<file path="src/i2cm_pkg.sv">
// Package for the I2C master register front end.
// Holds the shared item types, register offsets and command codes.
// No dependencies.
`default_nettype none

package i2cm_pkg;

    typedef enum logic [1:0] {
        OP_READ  = 2'd0,
        OP_WRITE = 2'd1,
        OP_ACK   = 2'd2,
        OP_BYTE  = 2'd3
    } op_kind_t;

    typedef enum logic [3:0] {
        SEL_NONE,
        SEL_VERID,
        SEL_PARAM,
        SEL_CTRL,
        SEL_STAT,
        SEL_IER,
        SEL_CFG,
        SEL_FSR,
        SEL_CMD,
        SEL_RDR
    } reg_sel_t;

    typedef struct packed {
        op_kind_t    kind;
        reg_sel_t    sel;
        logic [31:0] wdata;
        logic        nack;
        logic [7:0]  rx_byte;
    } item_t;

    localparam logic [15:0] OFF_VERID = 16'h0000;
    localparam logic [15:0] OFF_PARAM = 16'h0004;
    localparam logic [15:0] OFF_CTRL  = 16'h0010;
    localparam logic [15:0] OFF_STAT  = 16'h0014;
    localparam logic [15:0] OFF_IER   = 16'h0018;
    localparam logic [15:0] OFF_CFG   = 16'h0024;
    localparam logic [15:0] OFF_FSR   = 16'h005C;
    localparam logic [15:0] OFF_CMD   = 16'h0060;
    localparam logic [15:0] OFF_RDR   = 16'h0070;

    localparam logic [31:0] VERID_VAL    = 32'h0100_0003;
    localparam logic [31:0] PARAM_VAL    = 32'h0000_0303;
    localparam logic [31:0] CTL_MOMENT   = 32'h0000_0302;
    localparam logic [31:0] ST_TXREADY   = 32'h0000_0001;
    localparam logic [31:0] ST_RXREADY   = 32'h0000_0002;
    localparam logic [31:0] ST_END       = 32'h0000_0100;
    localparam logic [31:0] ST_STOP      = 32'h0000_0200;
    localparam logic [31:0] ST_NACK      = 32'h0000_0400;
    localparam logic [31:0] ST_BUSY      = 32'h0300_0000;
    localparam logic [31:0] ST_W1C       = 32'h0000_7F00;
    localparam logic [31:0] RX_EMPTY_VAL = 32'h0000_4000;
    localparam logic [31:0] FSR_MASK     = 32'h0000_007F;

    localparam int CTL_ENABLE_BIT  = 0;
    localparam int CTL_RXRESET_BIT = 9;

    localparam logic [2:0] CMD_SEND  = 3'd0;
    localparam logic [2:0] CMD_RECV  = 3'd1;
    localparam logic [2:0] CMD_STOP  = 3'd2;
    localparam logic [2:0] CMD_START = 3'd4;

    localparam logic [2:0] BUS_NONE  = 3'd0;
    localparam logic [2:0] BUS_START = 3'd1;
    localparam logic [2:0] BUS_SEND  = 3'd2;
    localparam logic [2:0] BUS_RECV  = 3'd3;
    localparam logic [2:0] BUS_STOP  = 3'd4;

endpackage

`default_nettype wire

</file>
<file path="src/i2cm_front.sv">
// Front end: accepts requests, decodes the register offset and queues
// the classified items in a two-entry queue. Depends on i2cm_pkg.
`default_nettype none

module i2cm_front (
    input  wire logic             clk,
    input  wire logic             rst_n,
    input  wire logic             in_valid,
    output logic                  in_ready,
    input  wire logic [1:0]       op,
    input  wire logic [15:0]      reg_offset,
    input  wire logic [31:0]      write_data,
    input  wire logic             bus_nack,
    input  wire logic [7:0]       bus_byte,
    output logic                  q_valid,
    output i2cm_pkg::item_t       q_item,
    input  wire logic             q_pop
);

    i2cm_pkg::item_t entry_reg [2];
    logic            head_reg, head_next;
    logic [1:0]      count_reg, count_next;
    i2cm_pkg::item_t new_item;
    i2cm_pkg::reg_sel_t sel;
    logic            push;
    logic            tail;

    always_comb
    begin
        unique case (reg_offset)
            i2cm_pkg::OFF_VERID: sel = i2cm_pkg::SEL_VERID;
            i2cm_pkg::OFF_PARAM: sel = i2cm_pkg::SEL_PARAM;
            i2cm_pkg::OFF_CTRL:  sel = i2cm_pkg::SEL_CTRL;
            i2cm_pkg::OFF_STAT:  sel = i2cm_pkg::SEL_STAT;
            i2cm_pkg::OFF_IER:   sel = i2cm_pkg::SEL_IER;
            i2cm_pkg::OFF_CFG:   sel = i2cm_pkg::SEL_CFG;
            i2cm_pkg::OFF_FSR:   sel = i2cm_pkg::SEL_FSR;
            i2cm_pkg::OFF_CMD:   sel = i2cm_pkg::SEL_CMD;
            i2cm_pkg::OFF_RDR:   sel = i2cm_pkg::SEL_RDR;
            default:             sel = i2cm_pkg::SEL_NONE;
        endcase
    end

    always_comb
    begin
        new_item.kind    = i2cm_pkg::op_kind_t'(op);
        new_item.sel     = sel;
        new_item.wdata   = write_data;
        new_item.nack    = bus_nack;
        new_item.rx_byte = bus_byte;
    end

    assign in_ready = (count_reg != 2'd2);
    assign push     = in_valid && in_ready;
    assign tail     = head_reg ^ count_reg[0];
    assign q_valid  = (count_reg != 2'd0);
    assign q_item   = entry_reg[head_reg];

    always_comb
    begin
        head_next  = head_reg;
        count_next = count_reg;
        if (q_pop)
        begin
            head_next = ~head_reg;
        end
        unique case ({push, q_pop})
            2'b10:   count_next = count_reg + 2'd1;
            2'b01:   count_next = count_reg - 2'd1;
            default: count_next = count_reg;
        endcase
    end

    always_ff @(posedge clk or negedge rst_n)
    begin
        if (!rst_n)
        begin
            head_reg  <= 1'b0;
            count_reg <= 2'd0;
        end
        else
        begin
            head_reg  <= head_next;
            count_reg <= count_next;
        end
    end

    always_ff @(posedge clk)
    begin
        if (push)
        begin
            entry_reg[tail] <= new_item;
        end
    end

endmodule

`default_nettype wire

</file>
<file path="src/i2cm_back.sv">
// Back end: executes queued items against the control, status and config
// words, the pending command and the receive FIFO, and registers the result.
// Depends on i2cm_pkg.
`default_nettype none

module i2cm_back #(
    parameter int RX_DEPTH = 256
) (
    input  wire logic             clk,
    input  wire logic             rst_n,
    input  wire logic             q_valid,
    input  wire i2cm_pkg::item_t  q_item,
    output logic                  q_pop,
    output logic                  out_valid,
    input  wire logic             out_ready,
    output logic [31:0]           read_data,
    output logic [2:0]            bus_cmd,
    output logic [7:0]            bus_data
);

    localparam int PTR_W  = $clog2(RX_DEPTH);
    localparam int FILL_W = $clog2(RX_DEPTH + 1);

    typedef enum logic [1:0] {
        PEND_NONE,
        PEND_START,
        PEND_SEND,
        PEND_RECV
    } pend_t;

    logic [31:0]       ctrl_reg, ctrl_next;
    logic [31:0]       stat_reg, stat_next;
    logic [31:0]       cfg_reg, cfg_next;
    pend_t             pend_reg, pend_next;
    logic [PTR_W-1:0]  rd_ptr_reg, rd_ptr_next;
    logic [PTR_W-1:0]  wr_ptr_reg, wr_ptr_next;
    logic [FILL_W-1:0] fill_reg, fill_next;
    logic              out_valid_reg, out_valid_next;
    logic [31:0]       read_data_reg, read_data_next;
    logic [2:0]        bus_cmd_reg, bus_cmd_next;
    logic [7:0]        bus_data_reg, bus_data_next;
    logic              pop_reg, pop_next;
    logic [7:0]        mem_q_reg;
    logic [7:0]        rx_mem [RX_DEPTH];
    logic              fire;
    logic              pop_en;
    logic              wr_en;
    logic              fill_full;
    logic              fill_empty;
    logic [PTR_W-1:0]  rd_ptr_inc;
    logic [PTR_W-1:0]  wr_ptr_inc;
    logic [2:0]        cmd_code;

    assign fire       = q_valid && (!out_valid_reg || out_ready);
    assign q_pop      = fire;
    assign fill_full  = (fill_reg == FILL_W'(RX_DEPTH));
    assign fill_empty = (fill_reg == '0);
    assign rd_ptr_inc = (rd_ptr_reg == PTR_W'(RX_DEPTH - 1)) ? '0 : rd_ptr_reg + PTR_W'(1);
    assign wr_ptr_inc = (wr_ptr_reg == PTR_W'(RX_DEPTH - 1)) ? '0 : wr_ptr_reg + PTR_W'(1);
    assign cmd_code   = q_item.wdata[10:8];

    always_comb
    begin
        ctrl_next      = ctrl_reg;
        stat_next      = stat_reg;
        cfg_next       = cfg_reg;
        pend_next      = pend_reg;
        rd_ptr_next    = rd_ptr_reg;
        wr_ptr_next    = wr_ptr_reg;
        fill_next      = fill_reg;
        read_data_next = read_data_reg;
        bus_cmd_next   = bus_cmd_reg;
        bus_data_next  = bus_data_reg;
        pop_next       = pop_reg;
        pop_en         = 1'b0;
        wr_en          = 1'b0;

        if (fire)
        begin
            read_data_next = '0;
            bus_cmd_next   = i2cm_pkg::BUS_NONE;
            bus_data_next  = '0;
            pop_next       = 1'b0;
            unique case (q_item.kind)
                i2cm_pkg::OP_READ:
                begin
                    unique case (q_item.sel)
                        i2cm_pkg::SEL_VERID: read_data_next = i2cm_pkg::VERID_VAL;
                        i2cm_pkg::SEL_PARAM: read_data_next = i2cm_pkg::PARAM_VAL;
                        i2cm_pkg::SEL_CTRL:  read_data_next = ctrl_reg;
                        i2cm_pkg::SEL_STAT:
                        begin
                            read_data_next = stat_reg | i2cm_pkg::ST_TXREADY
                                | (fill_empty ? 32'd0 : i2cm_pkg::ST_RXREADY);
                        end
                        i2cm_pkg::SEL_CFG:   read_data_next = cfg_reg;
                        i2cm_pkg::SEL_FSR:
                        begin
                            read_data_next = (32'(fill_reg) & i2cm_pkg::FSR_MASK) << 16;
                        end
                        i2cm_pkg::SEL_RDR:
                        begin
                            if (fill_empty)
                            begin
                                read_data_next = i2cm_pkg::RX_EMPTY_VAL;
                            end
                            else
                            begin
                                pop_en      = 1'b1;
                                pop_next    = 1'b1;
                                rd_ptr_next = rd_ptr_inc;
                                fill_next   = fill_reg - FILL_W'(1);
                            end
                        end
                        default:             read_data_next = '0;
                    endcase
                end
                i2cm_pkg::OP_WRITE:
                begin
                    unique case (q_item.sel)
                        i2cm_pkg::SEL_CTRL:
                        begin
                            if (q_item.wdata[i2cm_pkg::CTL_RXRESET_BIT])
                            begin
                                rd_ptr_next = '0;
                                wr_ptr_next = '0;
                                fill_next   = '0;
                            end
                            ctrl_next = q_item.wdata & ~i2cm_pkg::CTL_MOMENT;
                        end
                        i2cm_pkg::SEL_STAT:
                        begin
                            stat_next = stat_reg & ~(q_item.wdata & i2cm_pkg::ST_W1C);
                        end
                        i2cm_pkg::SEL_CFG:
                        begin
                            cfg_next = q_item.wdata;
                        end
                        i2cm_pkg::SEL_CMD:
                        begin
                            if (ctrl_reg[i2cm_pkg::CTL_ENABLE_BIT])
                            begin
                                priority case (cmd_code)
                                    i2cm_pkg::CMD_START:
                                    begin
                                        bus_cmd_next  = i2cm_pkg::BUS_START;
                                        bus_data_next = q_item.wdata[7:0];
                                        pend_next     = PEND_START;
                                    end
                                    i2cm_pkg::CMD_SEND:
                                    begin
                                        bus_cmd_next  = i2cm_pkg::BUS_SEND;
                                        bus_data_next = q_item.wdata[7:0];
                                        pend_next     = PEND_SEND;
                                    end
                                    i2cm_pkg::CMD_RECV:
                                    begin
                                        bus_cmd_next  = i2cm_pkg::BUS_RECV;
                                        bus_data_next = q_item.wdata[7:0];
                                        pend_next     = PEND_RECV;
                                    end
                                    i2cm_pkg::CMD_STOP:
                                    begin
                                        bus_cmd_next = i2cm_pkg::BUS_STOP;
                                        stat_next    = (stat_reg | i2cm_pkg::ST_STOP
                                            | i2cm_pkg::ST_END) & ~i2cm_pkg::ST_BUSY;
                                        pend_next    = PEND_NONE;
                                    end
                                    default:
                                    begin
                                        pend_next = pend_reg;
                                    end
                                endcase
                            end
                        end
                        default:
                        begin
                            ctrl_next = ctrl_reg;
                        end
                    endcase
                end
                i2cm_pkg::OP_ACK:
                begin
                    unique case (pend_reg)
                        PEND_START:
                        begin
                            stat_next = stat_reg | (q_item.nack ? i2cm_pkg::ST_NACK
                                                                : i2cm_pkg::ST_BUSY);
                            pend_next = PEND_NONE;
                        end
                        PEND_SEND:
                        begin
                            if (q_item.nack)
                            begin
                                stat_next = stat_reg | i2cm_pkg::ST_NACK;
                            end
                            pend_next = PEND_NONE;
                        end
                        default:
                        begin
                            pend_next = pend_reg;
                        end
                    endcase
                end
                i2cm_pkg::OP_BYTE:
                begin
                    if (!fill_full)
                    begin
                        wr_en       = 1'b1;
                        wr_ptr_next = wr_ptr_inc;
                        fill_next   = fill_reg + FILL_W'(1);
                    end
                end
                default:
                begin
                    pend_next = pend_reg;
                end
            endcase
        end

        if (fire)
        begin
            out_valid_next = 1'b1;
        end
        else if (out_ready)
        begin
            out_valid_next = 1'b0;
        end
        else
        begin
            out_valid_next = out_valid_reg;
        end
    end

    always_ff @(posedge clk or negedge rst_n)
    begin
        if (!rst_n)
        begin
            ctrl_reg      <= '0;
            stat_reg      <= '0;
            cfg_reg       <= '0;
            pend_reg      <= PEND_NONE;
            rd_ptr_reg    <= '0;
            wr_ptr_reg    <= '0;
            fill_reg      <= '0;
            out_valid_reg <= 1'b0;
            read_data_reg <= '0;
            bus_cmd_reg   <= i2cm_pkg::BUS_NONE;
            bus_data_reg  <= '0;
            pop_reg       <= 1'b0;
        end
        else
        begin
            ctrl_reg      <= ctrl_next;
            stat_reg      <= stat_next;
            cfg_reg       <= cfg_next;
            pend_reg      <= pend_next;
            rd_ptr_reg    <= rd_ptr_next;
            wr_ptr_reg    <= wr_ptr_next;
            fill_reg      <= fill_next;
            out_valid_reg <= out_valid_next;
            read_data_reg <= read_data_next;
            bus_cmd_reg   <= bus_cmd_next;
            bus_data_reg  <= bus_data_next;
            pop_reg       <= pop_next;
        end
    end

    always_ff @(posedge clk)
    begin
        if (wr_en)
        begin
            rx_mem[wr_ptr_reg] <= q_item.rx_byte;
        end
        if (pop_en)
        begin
            mem_q_reg <= rx_mem[rd_ptr_reg];
        end
    end

    assign out_valid = out_valid_reg;
    assign read_data = pop_reg ? {24'd0, mem_q_reg} : read_data_reg;
    assign bus_cmd   = bus_cmd_reg;
    assign bus_data  = bus_data_reg;

    a_fill_bound: assert property (@(posedge clk) disable iff (!rst_n)
        fill_reg <= FILL_W'(RX_DEPTH))
        else $error("receive FIFO fill count exceeds its depth");

    a_pop_nonempty: assert property (@(posedge clk) disable iff (!rst_n)
        pop_en |-> !fill_empty && !wr_en)
        else $error("receive FIFO popped while empty or during a write");

    a_full_drop: assert property (@(posedge clk) disable iff (!rst_n)
        (fire && q_item.kind == i2cm_pkg::OP_BYTE && fill_full)
        |=> fill_reg == FILL_W'(RX_DEPTH))
        else $error("byte received into a full FIFO changed the fill count");

    a_start_pending: assert property (@(posedge clk) disable iff (!rst_n)
        (fire && bus_cmd_next == i2cm_pkg::BUS_START) |=> pend_reg == PEND_START)
        else $error("start request did not leave a start pending");

    a_stop_clears_busy: assert property (@(posedge clk) disable iff (!rst_n)
        (fire && bus_cmd_next == i2cm_pkg::BUS_STOP)
        |=> (stat_reg & i2cm_pkg::ST_BUSY) == 32'd0 && pend_reg == PEND_NONE)
        else $error("stop request left busy flags or a pending command");

endmodule

`default_nettype wire

</file>
<file path="src/i2c_master_command_fifo_regs.sv">
// Top level of the I2C master register front end.
// Instantiates i2cm_front and i2cm_back; depends on i2cm_pkg.
//
// Each request is a register read, a register write, a bus acknowledge
// reply or a received bus byte, and produces exactly one response holding
// the read value and any bus request. Requests are decoded and queued in a
// two-entry queue, then executed one per cycle against the register state
// and the receive FIFO, so one request per clock is sustained while
// out_ready stays high; each response is registered after its request
// leaves the queue and is held until out_ready is high. The receive FIFO is
// a RX_DEPTH-byte memory with a registered read port, needs no clearing
// after reset, and a write of control bit 9 empties it.
`default_nettype none

module i2c_master_command_fifo_regs #(
    parameter int RX_DEPTH = 256
) (
    input  wire logic        clk,
    input  wire logic        rst_n,
    input  wire logic        in_valid,
    output logic             in_ready,
    input  wire logic [1:0]  op,
    input  wire logic [15:0] reg_offset,
    input  wire logic [31:0] write_data,
    input  wire logic        bus_nack,
    input  wire logic [7:0]  bus_byte,
    output logic             out_valid,
    input  wire logic        out_ready,
    output logic [31:0]      read_data,
    output logic [2:0]       bus_cmd,
    output logic [7:0]       bus_data
);

    logic            q_valid;
    logic            q_pop;
    i2cm_pkg::item_t q_item;

    i2cm_front u_front (
        .clk        (clk),
        .rst_n      (rst_n),
        .in_valid   (in_valid),
        .in_ready   (in_ready),
        .op         (op),
        .reg_offset (reg_offset),
        .write_data (write_data),
        .bus_nack   (bus_nack),
        .bus_byte   (bus_byte),
        .q_valid    (q_valid),
        .q_item     (q_item),
        .q_pop      (q_pop)
    );

    i2cm_back #(
        .RX_DEPTH (RX_DEPTH)
    ) u_back (
        .clk       (clk),
        .rst_n     (rst_n),
        .q_valid   (q_valid),
        .q_item    (q_item),
        .q_pop     (q_pop),
        .out_valid (out_valid),
        .out_ready (out_ready),
        .read_data (read_data),
        .bus_cmd   (bus_cmd),
        .bus_data  (bus_data)
    );

endmodule

`default_nettype wire

</file>
<file path="config.mk">
export PLATFORM = sky130hd
export DESIGN_NAME = i2c_master_command_fifo_regs
export DESIGN_NICKNAME = d
export VERILOG_FILES = /design/src/i2cm_pkg.sv /design/src/i2cm_front.sv /design/src/i2cm_back.sv /design/src/i2c_master_command_fifo_regs.sv
export SDC_FILE = /design/constraint.sdc
export NUM_CORES = 2
export LEC_CHECK = 0
export BUFFER_PORTS_ARGS = -buffer_cell sky130_fd_sc_hd__buf_2
export CAP_MARGIN = 20
export CORE_UTILIZATION = 57
export CTS_CLUSTER_SIZE = 28
export DETAILED_ROUTE_END_ITERATION = 6
export PLACE_DENSITY_LB_ADDON = 0.2
export RECOVER_POWER = 50
export SLEW_MARGIN = 20
export SYNTH_ARGS = -nofsm -noshare
export SYNTH_HDL_FRONTEND = slang
export SYNTH_SLANG_ARGS = --single-unit
export TNS_END_PERCENT = 1
</file>
<file path="constraint.sdc">
create_clock -name clk -period 4.1 [get_ports clk]
set_input_delay 0.41 -clock clk [delete_from_list [all_inputs] [get_ports clk]]
set_output_delay 0.41 -clock clk [all_outputs]
set_load 0.02 [all_outputs]
</file>
==> summary.txt <==
die footprint: 160000 um^2
CTS tree: built
CP Launch Type: register
final net count: 5307
I/O pin total: 108
Mapped Avg Cell Area: 18.9 um^2
status: finished, violations left
Syn Inst Count: 4780
vias in the first global route: 48.7k
antenna violations before repair: 6
Main synth FF type: edfxtp_1
fin crit share: 0.972
R2R cell count: 3
post-synth net total: 4865
reg2reg start: u_front.head_reg
Iter 0 DRT Violations: 6178
H-tree depth: 4
Tot Pwr: 70.4 mW
vias: 49.4k
CP max FO: 97
FP Rows: 145
Psw: 22.1 mW
Pre-antenna DRT Iters: 7
Max stage delay on crit path: 1780 ps
DR WL/cell: 31.8 um
Arr. time, crit path: 4510 ps
Pins Over Slew Limit: 887
Int Power: 48.3 mW
fmax: 251 MHz
buffer and inverter count on the worst path: 2
clk sinks: 2295
Initial Util: 0.577
Hold EP: u_front.entry_reg[1][42]
Comb pwr share: 0.277
Largest register FFs: 2048
warnings from Yosys: 0
first-pass GRT wire length: 342 mm
Hold Worst Slack: 62.4 ps
Power Dens Cells: 684 nW/um^2
share of flip-flops with an asynchronous set or reset: 0.0632
Critical Path Slowest Stage Cell: mux2_2
Final Setup Violations: 0
sequential area share after synthesis: 0.753
CTS Buf Count: 219
min-delay worst type: in2reg
Hold Path Stages: 4
reg-to-reg slack, setup: 110 ps
Reg power frac: 0.434
CTS max path bufs: 3
CTS clk-pin slew, worst paths: 60 ps
core area: 157000 um^2
die height: 401 um
setup_tns: 0 ps
RSZ-0062 raised after global routing: false
Slew @ Worst Pin: 2820 ps
Worst VDD drop: 0.601 mV
synthesized area: 90500 um^2
ANT nets after route: 0
top cell type by total area after synthesis: edfxtp_1
switching part of the total: 0.314
synthesis-to-layout area growth: 13.6%
crit path cell chain: clkbuf_1, mux2_2, clkbuf_2
largest net degree at the start of global routing: 147
commonest non-fill, non-tap cell in the layout: edfxtp_1
EDFF count, synth: 2150
Port-buffer cells: 107
clock skew: 42.7 ps
Worst EP required: 4620 ps
number of register bits inferred by synthesis: 2295
Unique masters post-synth: 75
Root Driver: clkbuf_16
Total GRT Usage: 0.296
share of cells above drive strength 1: 0.217
kind of critical path: reg2reg
DRC: 0
dpl hpwl: 147 mm
worst rel slew slack: -0.878
most frequent cells in the layout: edfxtp_1 (2150), mux4_2 (409), nor2_1 (369), buf_4 (295), mux2i_1 (280)
max-cap viol count: 11
DRT Wirelength: 238 mm
post-layout minimum cycle time: 3990 ps
routability cong.: 0.901
via density per instance: 6.61
grt ovf: 0
hold wc startpoint: reg_offset[9]
Clock power frac: 0.289
LEAKAGE: 33.5 nW
R2R Path End: u_back.rx_mem[208][4]
Crit. End Element: register
Die X: 401 um
violated checks: max-capacitance violations, max-slew violations
top post-synthesis cells by area: edfxtp_1 (71%), mux4_2 (10%), dfrtp_1 (4.0%)
clk_lat worst skew: 860 ps
Synth top area share: 0.713
CP top delay family: multiplexers
Final Hold Vio Count: 0
[routing by layer]
| layer | vias to the layer above | wire length, um | global-route usage | part of all wire |
|---|---|---|---|---|
| li1 | 20300 | - | - | - |
| met1 | 25600 | 92800 | 0.426 | 0.39 |
| met2 | 2955 | 110000 | 0.450 | 0.46 |
| met3 | 480 | 25600 | 0.0656 | 0.11 |
| met4 | 8 | 8910 | 0.108 | 0.037 |
| met5 | - | 68 | 0 | 0.00029 |
[tightest hold or removal path, cell delays in order]
cell and delay [ps]:
buf_2 70, nor4_1 40, nand3_1 130, a21oi_1 90
[cell type report]
type / count / area [um^2]
clock inverter: 138 / 1500
clock buffer: 271 / 5770
tap: 2058 / 2570
sequential: 2295 / 68200
antenna: 3 / 7.51
inverter: 30 / 116
multi-input combinational: 2168 / 20700
timing repair buffer: 508 / 3960
fill: 10300 / 54100
[power groups by stage]
stage                     logic, mW  clock network [mW]  registers (mW)
after floorplan                12.0                   0            30.9
after global placement         19.2                   0            30.8
after detailed placement       19.5                   0            30.9
after CTS                      19.6                20.6            30.4
after global routing           20.4                21.4            30.6
final                          19.5                20.4            30.5
[logic make-up (layout without fill, tap and decap cells)]
logic type      after synthesis  count (layout)  share of synthesized area
other cells                   0               3                          0
buf+inv                     317             947                     0.0193
simple gates                761             761                     0.0371
flops                      2295            2295                      0.753
mux                         729             729                      0.138
fa+ha+maj                    22              22                    0.00312
xor+xnor                     17              17                    0.00164
compound gates              639             639                     0.0480
[Yosys cell counts (24+ instances only)]
| library cell | number |
|---|---|
| o31ai_1 | 24 |
| mux2i_1 | 280 |
| nor2b_1 | 45 |
| o21ai_0 | 103 |
| dfrtp_1 | 145 |
| inv_1 | 27 |
| a22oi_1 | 87 |
| mux4_2 | 409 |
| nand2b_1 | 25 |
| buf_2 | 43 |
| nand3_1 | 30 |
| clkbuf_1 | 146 |
| edfxtp_1 | 2150 |
| buf_4 | 30 |
| buf_6 | 42 |
| a21oi_1 | 165 |
| mux2_2 | 39 |
| o22ai_1 | 26 |
| a22o_1 | 24 |
| a221oi_1 | 76 |
| nor2_1 | 372 |
| nor3_1 | 36 |
| nand2_1 | 173 |
[worst max path at each step]
stage | startpoint | end | slack [ps] | cells past startpoint
final | u_front.head_reg | u_back.rx_mem[208][4] | 110 | 3
after global routing | u_front.head_reg | u_back.rx_mem[208][4] | 30 | 3
after CTS | u_back.rd_ptr_reg[0] | u_back.mem_q_reg[2] | 200 | 9
after detailed placement | u_back.rd_ptr_reg[0] | u_back.mem_q_reg[2] | 220 | 9
after global placement | u_back.rd_ptr_reg[0] | u_back.mem_q_reg[1] | 60 | 9
after floorplan | u_front.head_reg | u_front.entry_reg[1][0] | 90 | 6
[repair_timing]
action,4_1_cts,5_1_grt
hold endpoints to repair,193,2
buffers inserted,0,0
hold buffers,49,1
setup endpoints to repair,0,1
resized for setup,0,1
[stage by stage]
stage / utilization / cell area (um^2) / setup WS (ps) / instances
detailed placement: 0.608 / 95300 / 216 / 7007
CTS: 0.657 / 103000 / 198 / 7465
finish: 0.655 / 103000 / 113 / 7471
global placement: 0.608 / 95300 / 64.5 / 7007
global route: 0.655 / 103000 / 26.3 / 7468
floorplan: - / 90500 / 86.3 / 4780
No activity file was read; power rests on OpenSTA's default activity.
